[src/hw/rtl/lbl_pkg.sv]
// ----------------------------------------------------------------------------
// lbl_pkg
// shared types and constants of the led breathe level generator
// ----------------------------------------------------------------------------
package lbl_pkg;

  localparam int LEVEL_W   = 8;
  localparam int SLOW_W    = 7;
  localparam int NUM_CH    = 4;
  localparam int BIT_CNT_W = $clog2(LEVEL_W);
  localparam int CFG_IDX_W = 3;
  localparam int IN_DATA_W  = 8;
  localparam int OUT_DATA_W = NUM_CH * LEVEL_W;

  // register indexes of the configuration port
  localparam logic [CFG_IDX_W-1:0] REG_MAX_RED     = 3'd0;
  localparam logic [CFG_IDX_W-1:0] REG_MAX_GREEN   = 3'd1;
  localparam logic [CFG_IDX_W-1:0] REG_MAX_BLUE    = 3'd2;
  localparam logic [CFG_IDX_W-1:0] REG_MAX_WHITE   = 3'd3;
  localparam logic [CFG_IDX_W-1:0] REG_STEP_COUNT  = 3'd4;
  localparam logic [CFG_IDX_W-1:0] REG_SLOW_FACTOR = 3'd5;

  // reset values and level constants
  localparam logic [LEVEL_W-1:0] RESET_STEPS = 8'd12;
  localparam logic [SLOW_W-1:0]  RESET_SLOW  = 7'd2;
  localparam logic [LEVEL_W-1:0] LEVEL_MAX   = 8'hFF;
  localparam logic [LEVEL_W-1:0] LEVEL_ONE   = 8'd1;

  typedef enum logic [1:0] {
    ST_IDLE,
    ST_DIVIDE,
    ST_HOLD
  } lbl_state_t;

endpackage

[src/hw/rtl/led_breathe_level_generator_unit.sv]
// ----------------------------------------------------------------------------
// led_breathe_level_generator_unit
// breathing effect levels: four peak levels divided by a sweeping divisor
// ----------------------------------------------------------------------------
// channel   direction  handshake                 payload
// s_axis    in         s_axis_tvalid/tready      tdata[0] restart
// m_axis    out        m_axis_tvalid/tready      tdata red, green, blue, white
// cfg       in         cfg_valid/cfg_ready       cfg_index, cfg_data
//
// the tick transfer edge loads the dividers, then the four bit-serial restoring
// dividers run in ST_DIVIDE (one quotient bit per cycle each), then ST_HOLD
// loads the output register once it is free, and only then, back in ST_IDLE,
// is the next tick taken, so the block takes no tick while it divides
// the output register lets the next tick be taken while a result waits
// a stalled result holds the dividers in their last state until it drains
// rst is synchronous: divisor returns to 12, brightening, control and config registers to reset
// ----------------------------------------------------------------------------
module led_breathe_level_generator_unit (
  input  logic                              clk,
  input  logic                              rst,
  // slave side: frame ticks
  input  logic                              s_axis_tvalid,
  output logic                              s_axis_tready,
  input  logic [lbl_pkg::IN_DATA_W-1:0]     s_axis_tdata,  // [0] restart, rest zero
  // master side: channel levels
  output logic                              m_axis_tvalid,
  input  logic                              m_axis_tready,
  output logic [lbl_pkg::OUT_DATA_W-1:0]    m_axis_tdata,  // red, green, blue, white
  // configuration writes
  input  logic                              cfg_valid,
  output logic                              cfg_ready,
  input  logic [lbl_pkg::CFG_IDX_W-1:0]     cfg_index,
  input  logic [lbl_pkg::LEVEL_W-1:0]       cfg_data
);
  import lbl_pkg::*;

  // configuration registers, peaks kept as one lane per channel
  logic [LEVEL_W-1:0] peak [NUM_CH];
  logic [LEVEL_W-1:0] step_count;
  logic [SLOW_W-1:0]  slow_factor;

  // sweep state
  logic [LEVEL_W-1:0] divisor;
  logic [LEVEL_W-1:0] divisor_next;
  logic               dimming;
  logic               dimming_next;

  lbl_state_t state, state_next;
  logic [BIT_CNT_W-1:0] bit_cnt;

  // serial divider lanes: quotient shifts in where the dividend shifts out
  logic [LEVEL_W-1:0] quo      [NUM_CH];
  logic [LEVEL_W-1:0] rem      [NUM_CH];
  logic [LEVEL_W-1:0] quo_next [NUM_CH];
  logic [LEVEL_W-1:0] rem_next [NUM_CH];
  logic [LEVEL_W-1:0] dvs;

  logic [2*LEVEL_W-2:0] limit_prod;
  logic [LEVEL_W-1:0]   dim_limit;
  logic [LEVEL_W-1:0]   stepped;

  logic in_xfer;
  logic out_free;
  logic load_out;

  assign cfg_ready     = 1'b1;
  assign s_axis_tready = (state == ST_IDLE);
  assign in_xfer       = s_axis_tvalid && s_axis_tready;
  assign out_free      = !m_axis_tvalid || m_axis_tready;
  assign load_out      = (state == ST_HOLD) && out_free;

  // a divisor of zero divides as one
  assign dvs = (divisor == '0) ? LEVEL_ONE : divisor;

  always_comb begin
    logic [LEVEL_W:0]   shifted;
    logic [LEVEL_W+1:0] diff;
    for (int i = 0; i < NUM_CH; i++) begin
      shifted     = {rem[i], quo[i][LEVEL_W-1]};
      diff        = {1'b0, shifted} - {2'b00, dvs};
      if (!diff[LEVEL_W+1]) begin
        rem_next[i] = diff[LEVEL_W-1:0];
        quo_next[i] = {quo[i][LEVEL_W-2:0], 1'b1};
      end else begin
        rem_next[i] = shifted[LEVEL_W-1:0];
        quo_next[i] = {quo[i][LEVEL_W-2:0], 1'b0};
      end
    end
  end

  // dimmest divisor, saturated to the level range
  assign limit_prod = (2*LEVEL_W-1)'(step_count) * (2*LEVEL_W-1)'(slow_factor);
  assign dim_limit  = (|limit_prod[2*LEVEL_W-2:LEVEL_W]) ? LEVEL_MAX
                                                         : limit_prod[LEVEL_W-1:0];

  // one sweep step after the frame has been divided
  always_comb begin
    if (!dimming) begin
      stepped      = (divisor > LEVEL_ONE) ? divisor - LEVEL_ONE : divisor;
      dimming_next = (stepped <= LEVEL_ONE);
    end else begin
      stepped      = (divisor < LEVEL_MAX) ? divisor + LEVEL_ONE : divisor;
      dimming_next = !(stepped >= dim_limit);
    end
    divisor_next = stepped;
  end

  // sequencer
  always_comb begin
    state_next = state;
    case (state)
      ST_IDLE: begin
        if (in_xfer) state_next = ST_DIVIDE;
      end
      ST_DIVIDE: begin
        if (bit_cnt == BIT_CNT_W'(LEVEL_W-1)) state_next = ST_HOLD;
      end
      ST_HOLD: begin
        if (out_free) state_next = ST_IDLE;
      end
      default: state_next = ST_IDLE;
    endcase
  end

  always_ff @(posedge clk) begin
    if (rst) begin
      state <= ST_IDLE;
    end else begin
      state <= state_next;
    end
  end

  // configuration registers
  always_ff @(posedge clk) begin
    if (rst) begin
      for (int i = 0; i < NUM_CH; i++) peak[i] <= '0;
      step_count  <= RESET_STEPS;
      slow_factor <= RESET_SLOW;
    end else if (cfg_valid && cfg_ready) begin
      case (cfg_index)
        REG_MAX_RED:     peak[0]     <= cfg_data;
        REG_MAX_GREEN:   peak[1]     <= cfg_data;
        REG_MAX_BLUE:    peak[2]     <= cfg_data;
        REG_MAX_WHITE:   peak[3]     <= cfg_data;
        REG_STEP_COUNT:  step_count  <= cfg_data;
        REG_SLOW_FACTOR: slow_factor <= cfg_data[SLOW_W-1:0];
        default: ;
      endcase
    end
  end

  // divisor and direction: restart on a transfer with tdata[0] set, step on result load
  always_ff @(posedge clk) begin
    if (rst) begin
      divisor <= RESET_STEPS;
      dimming <= 1'b0;
    end else if (in_xfer) begin
      if (s_axis_tdata[0]) begin
        divisor <= step_count;
        dimming <= 1'b0;
      end
    end else if (load_out) begin
      divisor <= divisor_next;
      dimming <= dimming_next;
    end
  end

  // bit counter
  always_ff @(posedge clk) begin
    if (rst) begin
      bit_cnt <= '0;
    end else if (in_xfer) begin
      bit_cnt <= '0;
    end else if (state == ST_DIVIDE) begin
      bit_cnt <= bit_cnt + BIT_CNT_W'(1);
    end
  end

  // divider lanes, payload only
  always_ff @(posedge clk) begin
    if (in_xfer) begin
      for (int i = 0; i < NUM_CH; i++) begin
        quo[i] <= peak[i];
        rem[i] <= '0;
      end
    end else if (state == ST_DIVIDE) begin
      for (int i = 0; i < NUM_CH; i++) begin
        quo[i] <= quo_next[i];
        rem[i] <= rem_next[i];
      end
    end
  end

  // output register
  always_ff @(posedge clk) begin
    if (rst) begin
      m_axis_tvalid <= 1'b0;
    end else if (load_out) begin
      m_axis_tvalid <= 1'b1;
    end else if (m_axis_tready) begin
      m_axis_tvalid <= 1'b0;
    end
  end

  always_ff @(posedge clk) begin
    if (load_out) begin
      m_axis_tdata <= {quo[3], quo[2], quo[1], quo[0]};
    end
  end

endmodule

[config.mk]
export PLATFORM = sky130hd
export DESIGN_NAME = led_breathe_level_generator_unit
export DESIGN_NICKNAME = d
export VERILOG_FILES = /design/src/hw/rtl/lbl_pkg.sv /design/src/hw/rtl/led_breathe_level_generator_unit.sv
export SDC_FILE = /design/constraint.sdc
export NUM_CORES = 1
export LEC_CHECK = 0
export ABC_AREA = 0
export BUFFER_PORTS_ARGS = -buffer_cell sky130_fd_sc_hd__buf_4
export CAP_MARGIN = 25
export CORE_MARGIN = 10
export CORE_UTILIZATION = 59
export CTS_CLUSTER_DIAMETER = 60
export DETAILED_ROUTE_END_ITERATION = 10
export PLACE_DENSITY_LB_ADDON = 0.3
export SYNTH_ARGS = -nofsm -noshare
export SYNTH_HDL_FRONTEND = slang
export SYNTH_SLANG_ARGS = --single-unit
[constraint.sdc]
create_clock -name clk -period 6.5 [get_ports clk]
set_clock_uncertainty 0.1 [all_clocks]
set_input_delay 0 -clock clk [delete_from_list [all_inputs] [get_ports clk]]
set_output_delay 0 -clock clk [all_outputs]
set_load 0.02 [all_outputs]
Word-level counts from Yosys, hierarchy flattened:

Memories as Yosys holds them, arrays and structs flattened.
Cells that the tools add are included.

* output and inout port bits: 35
* input port bits: 24
* memories kept: 3
* memory bits (writable): 96
* register bits after elaboration: 62

Memories
* peak: depth 4, width 8, rd ports 4, clocked after Yosys merged registers in 0, wr ports 4, line led_breathe_level_generator_unit.sv:38 `logic [LEVEL_W-1:0] peak [NUM_CH];`
* quo: depth 4, width 8, rd ports 4, clocked after Yosys merged registers in 0, wr ports 4, line led_breathe_level_generator_unit.sv:52 `logic [LEVEL_W-1:0] quo [NUM_CH];`
* rem: depth 4, width 8, rd ports 4, clocked after Yosys merged registers in 0, wr ports 4, line led_breathe_level_generator_unit.sv:53 `logic [LEVEL_W-1:0] rem [NUM_CH];`

* reductions and logical operators: 16
* mux-type cells: 61
* eq/ne operators: 12
* bitwise operators: 12
* multiply operators: 1
* order comparisons: 4
* add/subtract/negate cells: 7

Operators by type and width (number)
* 8-bit 2-to-1 mux: 24
* 9-bit by 8-bit subtractor with 10-bit output: 4
* 1-bit 2-to-1 mux: 33
* 8-bit by 7-bit multiplier with 15-bit output: 1
* 1-bit bitwise OR: 12
* 3-bit == test, second input constant: 3
* 8-bit by 1-bit adder with 8-bit output, second input constant: 1
* 8-bit >= comparator: 1
* 8-bit by 1-bit > comparator with 1-bit output, second input constant: 1
* 8-bit by 1-bit less-or-equal comparator with 1-bit output, second input constant: 1
* 8-bit zero test: 1
* 8-bit < comparator, second input constant: 1
* 8-bit by 1-bit subtractor with 8-bit output, second input constant: 1
* 7-bit OR reduction: 1
* 3-bit by 2-bit == test with 1-bit output, second input constant: 2
* 2-bit 2-to-1 mux: 3
* 2-bit != test, second input constant: 3
* 2-bit case mux with 3 select lines: 1
* 2-bit AND reduction: 3
* 2-bit nonzero test: 2
* 3-bit by 1-bit adder with 3-bit output, second input constant: 1
* 3-bit by 1-bit == test with 1-bit output, second input constant: 1
* 3-bit zero test: 1
* 3-bit AND reduction: 1
* 8 further kinds: 10

Longest topological paths before layout:

Gate-level depths: netlist (run 1).

* word-level depth: 8
* gate-level depth with buffers: 22
* gate-level depth less buffers: 21

Worst setup path after synthesis (run 1):

No wires, ideal clock.

* path kind: flip-flop to flip-flop
* start point: register slow_factor[6]
* end point: register dimming
* cell stages (with the launch flop): 22
* slack: 1.096 ns
* arrival time: 5.246 ns
* period minus slack after synthesis: 5.404 ns
* data required time: 6.341 ns
* library setup time: 0.059 ns
* cells stage by stage: dfxtp_1 -> clkbuf_1 -> and2_1 -> fa_1 -> inv_1 -> fa_1 -> fa_1 -> inv_1 -> fa_1 -> ha_1 -> o21a_1 -> a21boi_0 -> o31ai_1 -> or3_1 -> nand4_1 -> nor3_1 -> ha_1 -> a2111o_1 -> a31oi_1 -> o21ai_0 -> o2111ai_1 -> o211a_1

* cells in the longest elaborated chain, start to end: 8

Ends and longest elaborated chain
* start, declared: line led_breathe_level_generator_unit.sv:40 `logic [SLOW_W-1:0] slow_factor;`
* start signal, assigned: line led_breathe_level_generator_unit.sv:146 `REG_SLOW_FACTOR: slow_factor <= cfg_data[SLOW_W-1:0];`
* 8-bit by 7-bit multiplier with 15-bit output *: line led_breathe_level_generator_unit.sv:92 `assign limit_prod = (2*LEVEL_W-1)'(step_count) * (2*LEVEL_W-1)'(slow_factor);`
* 7-bit OR reduction: line led_breathe_level_generator_unit.sv:93 `assign dim_limit = (|limit_prod[2*LEVEL_W-2:LEVEL_W]) ? LEVEL_MAX`
* 8-bit 2-to-1 mux *: line led_breathe_level_generator_unit.sv:93
* 8-bit >= comparator *: line led_breathe_level_generator_unit.sv:103 `dimming_next = !(stepped >= dim_limit);`
* 1-bit zero test *: line led_breathe_level_generator_unit.sv:103
* 1-bit 2-to-1 mux *: line led_breathe_level_generator_unit.sv:98 `if (!dimming) begin`
* 1-bit 2-to-1 mux *: line led_breathe_level_generator_unit.sv:162 `end else if (load_out) begin`
* 1-bit 2-to-1 mux *: line led_breathe_level_generator_unit.sv:157 `end else if (in_xfer) begin`
* end signal, assigned: line led_breathe_level_generator_unit.sv:164 `dimming <= dimming_next;`
* end, declared: line led_breathe_level_generator_unit.sv:45 `logic dimming;`

Every way passes the cells marked *; elsewhere a longest branch is shown, timed or not. The select of a mux whose other input is x is not followed.
A chain may end at the register's enable or synchronous reset.

Worst setup path in the final report (run 1):

* start point: register step_count[0]
* end point: register dimming

* cells in the longest elaborated chain, start to end: 8

Ends and longest elaborated chain
* start, declared: line led_breathe_level_generator_unit.sv:39 `logic [LEVEL_W-1:0] step_count;`
* start signal, assigned: line led_breathe_level_generator_unit.sv:145 `REG_STEP_COUNT: step_count <= cfg_data;`
* 8-bit by 7-bit multiplier with 15-bit output *: line led_breathe_level_generator_unit.sv:92
* 7-bit OR reduction: line led_breathe_level_generator_unit.sv:93
* 8-bit 2-to-1 mux *: line led_breathe_level_generator_unit.sv:93
* 8-bit >= comparator *: line led_breathe_level_generator_unit.sv:103
* 1-bit zero test *: line led_breathe_level_generator_unit.sv:103
* 1-bit 2-to-1 mux *: line led_breathe_level_generator_unit.sv:98
* 1-bit 2-to-1 mux *: line led_breathe_level_generator_unit.sv:162
* 1-bit 2-to-1 mux *: line led_breathe_level_generator_unit.sv:157

Marked as above.

==> results.py, run 1 <==
metrics = {
    "status": {
        "outcome": "completed",
    },
    "floorplanning": {
        "die_w_um": 151,
        "design.die.area_mm2": 0.0228,
        "die_y_um": 151,
        "io_pins": 59,
        "initial_utilization": 0.606,
        "rows": 47,
        "core-area_mm2": 0.0167,
    },
    "timing": {
        "setup_tns_ps": 0,
        "grt_setup_unrepaired": "false",
        "slew_headroom": 0.393,
        "slew_viol_final": 0,
        "min_period_over_period": 0.925,
        "setup-violations-final": 0,
        "finalHoldViolations": 0,
        "clock.fmax_mhz": 166,
        "min_period_ps": 6010,
        "worst_pin_slew_ps": 903,
        "fin_ws_ps": 485,
    },
    "synthesis": {
        "synthCells": 1027,
        "ys_ff_latch": 158,
        "ys.flop_type": "edfxtp_1",
        "async_flop_share": 0,
        "syn_nets": 1162,
        "ys_warn_count": 0,
        "synth_edf_count": 128,
        "yosysUniqueCellTypes": 58,
        "synth.avg_cell_area_um2": 9.85,
        "yosysSeqAreaShare": 0.439,
        "synthesis.area_mm2": 0.0101,
    },
    "clock_tree": {
        "postCtsSetupBuffers": 0,
        "insertion_delay_ps": 440,
        "cts_resized": 0,
        "cts_num_sinks": 158,
        "clk_pin_slew_worst_paths_ps": 70,
        "clock-root-buffer": "clkbuf_16",
        "cts_buffers": 17,
        "h-tree-depth": 4,
        "cts_buffer_depth": 2,
        "cts_tree": "done",
        "cts_hold_buf": 27,
    },
    "cells_and_area": {
        "nets": 1226,
        "final_cell_mix": "nand2_1, edfxtp_1, nor2_1",
        "fillers": 1208,
        "final_common_cell": "nand2_1",
        "drive_above_1_share": 0.0942,
        "area_growth_pct": 14.3,
    },
    "worst_setup_path": {
        "worstPathRequired_ps": 6780,
        "cp-end-kind": "flop",
        "critPathKind": "flop to flop",
        "start_kind": "flop",
        "crit_arrival_ps": 6290,
        "crit_fanout": 9,
    },
    "grt": {
        "antenna_found_initial": 1,
        "first_global_vias": 7783,
        "grt_pass1_wl_um": 38300,
        "grt_max_degree": 65,
        "grt_use_total": 0.210,
        "grt_overflow_total": 0,
    },
    "placement": {
        "hpwlAfterDp_um": 15600,
        "place_ws_ps": 556,
        "io_buffers": 50,
        "gp_congestion": 0.883,
    },
    "detailed_routing": {
        "wl_per_cell_um": 17.4,
        "postRouteAntennaNets": 0,
        "drt_iter0_drc": 601,
        "drt_wl_total_um": 23100,
        "route.vias.total": 7867,
        "first_pass_iters": 6,
        "viasPerCell": 5.94,
        "drc": 0,
    },
    "pwr": {
        "p_leak_uw": 0.00486,
        "power.density_mw_per_mm2": 245,
        "ir_drop_v": 0.000267,
    },
    "job": {
        "cap_violations": 0,
    },
    "worst_hold_path": {
        "hp-class": "input pin to flop",
    },
}
## area by class of cell
cell class,count,area (um2),share of cell area
antenna,1,2.50,0.000216
clock inverter,15,198,0.0171
tap,220,275,0.0238
clock buffer,17,425,0.0368
sequential,158,4440,0.384
multi-input combinational,773,5320,0.460
timing repair buffer,82,683,0.0591
inverter,59,221,0.0191
## flip-flops by register name, summed over array words and instances, names as in the netlist
signal and cells:
bit_cnt 3, peak 32, dimming 1, rem 32, step_count 8, state 2
quo 32, divisor 8, slow_factor 7, m_axis_tvalid 1, m_axis_tdata 32
## cell usage after synthesis (4+ instances only)
master / count / area [um2]
nand2b_1: 11 / 68.8
or3b_2: 4 / 35.0
or3_1: 7 / 43.8
nand2_1: 184 / 691
nand3_1: 11 / 55.1
a21oi_1: 49 / 245
nor2b_1: 14 / 87.6
a211oi_1: 11 / 82.6
clkbuf_1: 32 / 120
edfxtp_1: 128 / 3840
o31a_1: 13 / 114
o21ai_0: 39 / 195
mux2i_1: 20 / 200
ha_1: 78 / 976
and2_1: 71 / 444
xnor2_1: 14 / 123
fa_1: 33 / 661
o21a_1: 21 / 158
a31oi_1: 6 / 37.5
a21o_1: 6 / 45.0
o22ai_1: 6 / 37.5
dfxtp_1: 30 / 601
o211ai_1: 6 / 45.0
nor4_1: 4 / 25.0
nand3b_1: 8 / 60.1
nor4b_1: 5 / 43.8
inv_1: 59 / 221
nor3_1: 26 / 130
nor2_1: 80 / 300
o31ai_1: 4 / 30.0
xor2_1: 4 / 35.0
o2111ai_1: 4 / 35.0
## critical path, stage by stage (launching register included)
cell,delay (ps)
dfxtp_1,520
nand2_1,140
fa_1,530
fa_1,550
inv_1,50
fa_1,520
fa_1,500
ha_1,380
o211ai_1,140
o21ai_1,310
nand3_1,150
mux2i_1,180
nand4_1,340
nor3_1,310
ha_1,300
a2111o_1,420
a31oi_1,150
o21ai_0,100
o2111ai_1,90
o211a_1,170
## metrics by stage
step / area, um2 / utilization / cells / power, uW / hold slack, ps
after global placement: 10700 / 0.639 / 1265 / 1780 / 177
after detailed placement: 10700 / 0.639 / 1265 / 1810 / 189
after floorplan: 10100 / - / 1027 / 1680 / 21.2
final: 11600 / 0.692 / 1325 / 2830 / 86.4
after CTS: 11600 / 0.692 / 1324 / 2840 / 14.9
after global routing: 11600 / 0.692 / 1325 / 2970 / 87.4
## metal layers
metal  routed length, um  track usage  part of all wire
met5                   0            0                 0
met4                 513       0.0833             0.022
met3                1330       0.0391             0.058
met2               11600        0.357              0.50
met1                9690        0.258              0.42
## path summary, 6_finish.rpt
check                              startpoint         endpoint  slack, ps  cells after the start
worst max register to register  step_count[0]          dimming        490                     19
worst min register to register      quo[0][2]  m_axis_tdata[2]        350                      0
worst max-delay path            step_count[0]          dimming        490                     19
worst min-delay path             cfg_index[2]    step_count[2]         90                      4
## cell families after synthesis
family                   Yosys count  synth area share
AND/OR/NAND/NOR                  438             0.207
AO/OA/AOI/OAI                    183             0.117
flip-flops                       158             0.439
adder cells (fa/ha/maj)          111             0.162
buffers and inverters             96            0.0364
multiplexers                      22            0.0224
XOR/XNOR                          18            0.0156
other                              1          0.000371
## where the power goes
group          switching, uW  internal (uW)  total (uW)
clock                    470            556        1030
sequential              58.5           1200        1260
combinational            317            232         549
(Power assumes the default switching activity.)
==> run 2, diff against run 1 <==
- CTS_BUF_LIST: unset -> sky130_fd_sc_hd__clkbuf_2
==> run 2 against run 1 <==
Against the previous run: core utilization shrank 0.54 points; die area is the same; register-to-register slack gained 20 ps; total power shrank 15%; critical path type unchanged.
==> results.py, run 2 (same netlist as run 1, synthesis figures left out) <==
metrics = {
    "status": {
        "outcome": "completed",
    },
    "grt": {
        "first_global_vias": 7847,
        "antenna_found_initial": 2,
        "grt_use_total": 0.215,
        "grt_pass1_wl_um": 39100,
        "grt_overflow_total": 0,
        "grt_max_degree": 65,
    },
    "detailed_routing": {
        "drt_wl_total_um": 23800,
        "drt_iter0_drc": 861,
        "drc": 0,
        "route.vias.total": 7939,
        "wl_per_cell_um": 17.6,
        "viasPerCell": 5.88,
        "first_pass_iters": 6,
        "postRouteAntennaNets": 0,
    },
    "clock_tree": {
        "clk_pin_slew_worst_paths_ps": 310,
        "cts_buffers": 17,
        "insertion_delay_ps": 800,
        "cts_tree": "done",
        "cts_buffer_depth": 2,
        "clock-root-buffer": "clkbuf_2",
        "h-tree-depth": 4,
        "cts_num_sinks": 158,
    },
    "placement": {
        "gp_congestion": 0.883,
        "dp_cells": 1265,
        "place_ws_ps": 556,
        "hpwlAfterDp_um": 15600,
        "io_buffers": 50,
    },
    "timing": {
        "slew_headroom": 0.419,
        "grt_setup_unrepaired": "false",
        "finalHoldViolations": 0,
        "fin_ws_ps": 506,
        "setup_tns_ps": 0,
        "holdWs_ps": 67.0,
        "slew_viol_final": 0,
        "worst_pin_slew_ps": 871,
        "min_period_over_period": 0.922,
        "clock.fmax_mhz": 167,
        "min_period_ps": 5990,
        "setup-violations-final": 0,
    },
    "floorplanning": {
        "core-area_mm2": 0.0167,
        "die_y_um": 151,
        "design.die.area_mm2": 0.0228,
        "rows": 47,
        "io_pins": 59,
        "die_w_um": 151,
        "initial_utilization": 0.606,
    },
    "pwr": {
        "ir_drop_v": 0.000142,
        "p_total_uw": 2420,
        "power.density_mw_per_mm2": 211,
        "p_leak_uw": 0.00485,
    },
    "worst_hold_path": {
        "hp-class": "input pin to flop",
    },
    "worst_setup_path": {
        "start_kind": "flop",
        "cp-end-kind": "flop",
        "crit_arrival_ps": 6630,
        "worstPathRequired_ps": 7140,
        "crit_fanout": 9,
        "critPathKind": "flop to flop",
    },
    "cells_and_area": {
        "area_growth_pct": 13.4,
        "stdcell_count": 1351,
        "nets": 1251,
        "final_common_cell": "nand2_1",
        "final_cell_mix": "nand2_1, edfxtp_1, nor2_1",
        "multi_input_area_mm2": 0.00532,
        "fillers": 1229,
        "seqCellArea_mm2": 0.00445,
        "drive_above_1_share": 0.0957,
    },
    "job": {
        "cap_violations": 0,
    },
}
[run 2: cell count changes in the layout (fill, tap and decap cells not counted)]
cell / delta
dlygate4sd3_1: +23
dfxtp_2: +2
clkbuf_2: +17
dfxtp_1: -2
diode_2: +1
clkbuf_16: -17
buf_4: +2
[run 2: final timing paths]
| kind | slack [ps] | to | start | depth (start not counted) |
|---|---|---|---|---|
| max | 510 | dimming | slow_factor[6] | 19 |
| min | 70 | m_axis_tvalid | m_axis_tready | 4 |
| max reg2reg | 510 | dimming | slow_factor[6] | 19 |
| min reg2reg | 350 | m_axis_tdata[28] | quo[3][4] | 0 |
[run 2: layout make-up]
class                   instances  share of cell area
flip-flops and latches        158               0.388
well taps                     220              0.0240
clock buffers                  17             0.00741
diodes                          2            0.000436
clock inverters                15              0.0172
inverters                      59              0.0193
multi-input cells             773               0.463
repair buffers                107              0.0809
[run 2: power by group]
part	internal (uW)	leakage, uW	total, uW	switching, uW
clock network	169	0.000163	599	429
logic	239	0.00320	558	319
registers	1200	0.00149	1260	58.0
total	1610	0.00485	2420	806
[run 2: worst max-delay path, stage by stage, from the launching register on]
cell	delay, ps
dfxtp_1	560
nand2_1	140
fa_1	540
fa_1	550
inv_1	60
fa_1	520
fa_1	500
ha_1	390
o211ai_1	130
o21ai_1	310
nor2_1	80
o21ai_0	170
o2111ai_1	350
nor3_1	300
ha_1	300
a2111o_1	420
a31oi_1	150
o21ai_0	100
o2111ai_1	90
o211a_1	170
[run 2: layer usage]
metal / part of all wire / vias up / GRT usage
li1: - / 3791 / -
met1: 0.42 / 3779 / 0.269
met2: 0.48 / 303 / 0.358
met3: 0.065 / 66 / 0.0403
met4: 0.030 / 0 / 0.0890
met5: 0 / - / 0
[run 2: stage by stage]
stage                util  instance area [um2]
floorplan               -                10100
global placement    0.639                10700
detailed placement  0.639                10700
CTS                 0.686                11500
global route        0.687                11500
finish              0.687                11500
[run 2: what timing repair did]
action / 4_1_cts / 5_1_grt
hold endpoints to repair: 94 / 0
endpoints found under the setup margin: 0 / 1
buffers inserted: 0 / 2
gates resized for setup: 0 / 2
hold buffers: 50 / 0
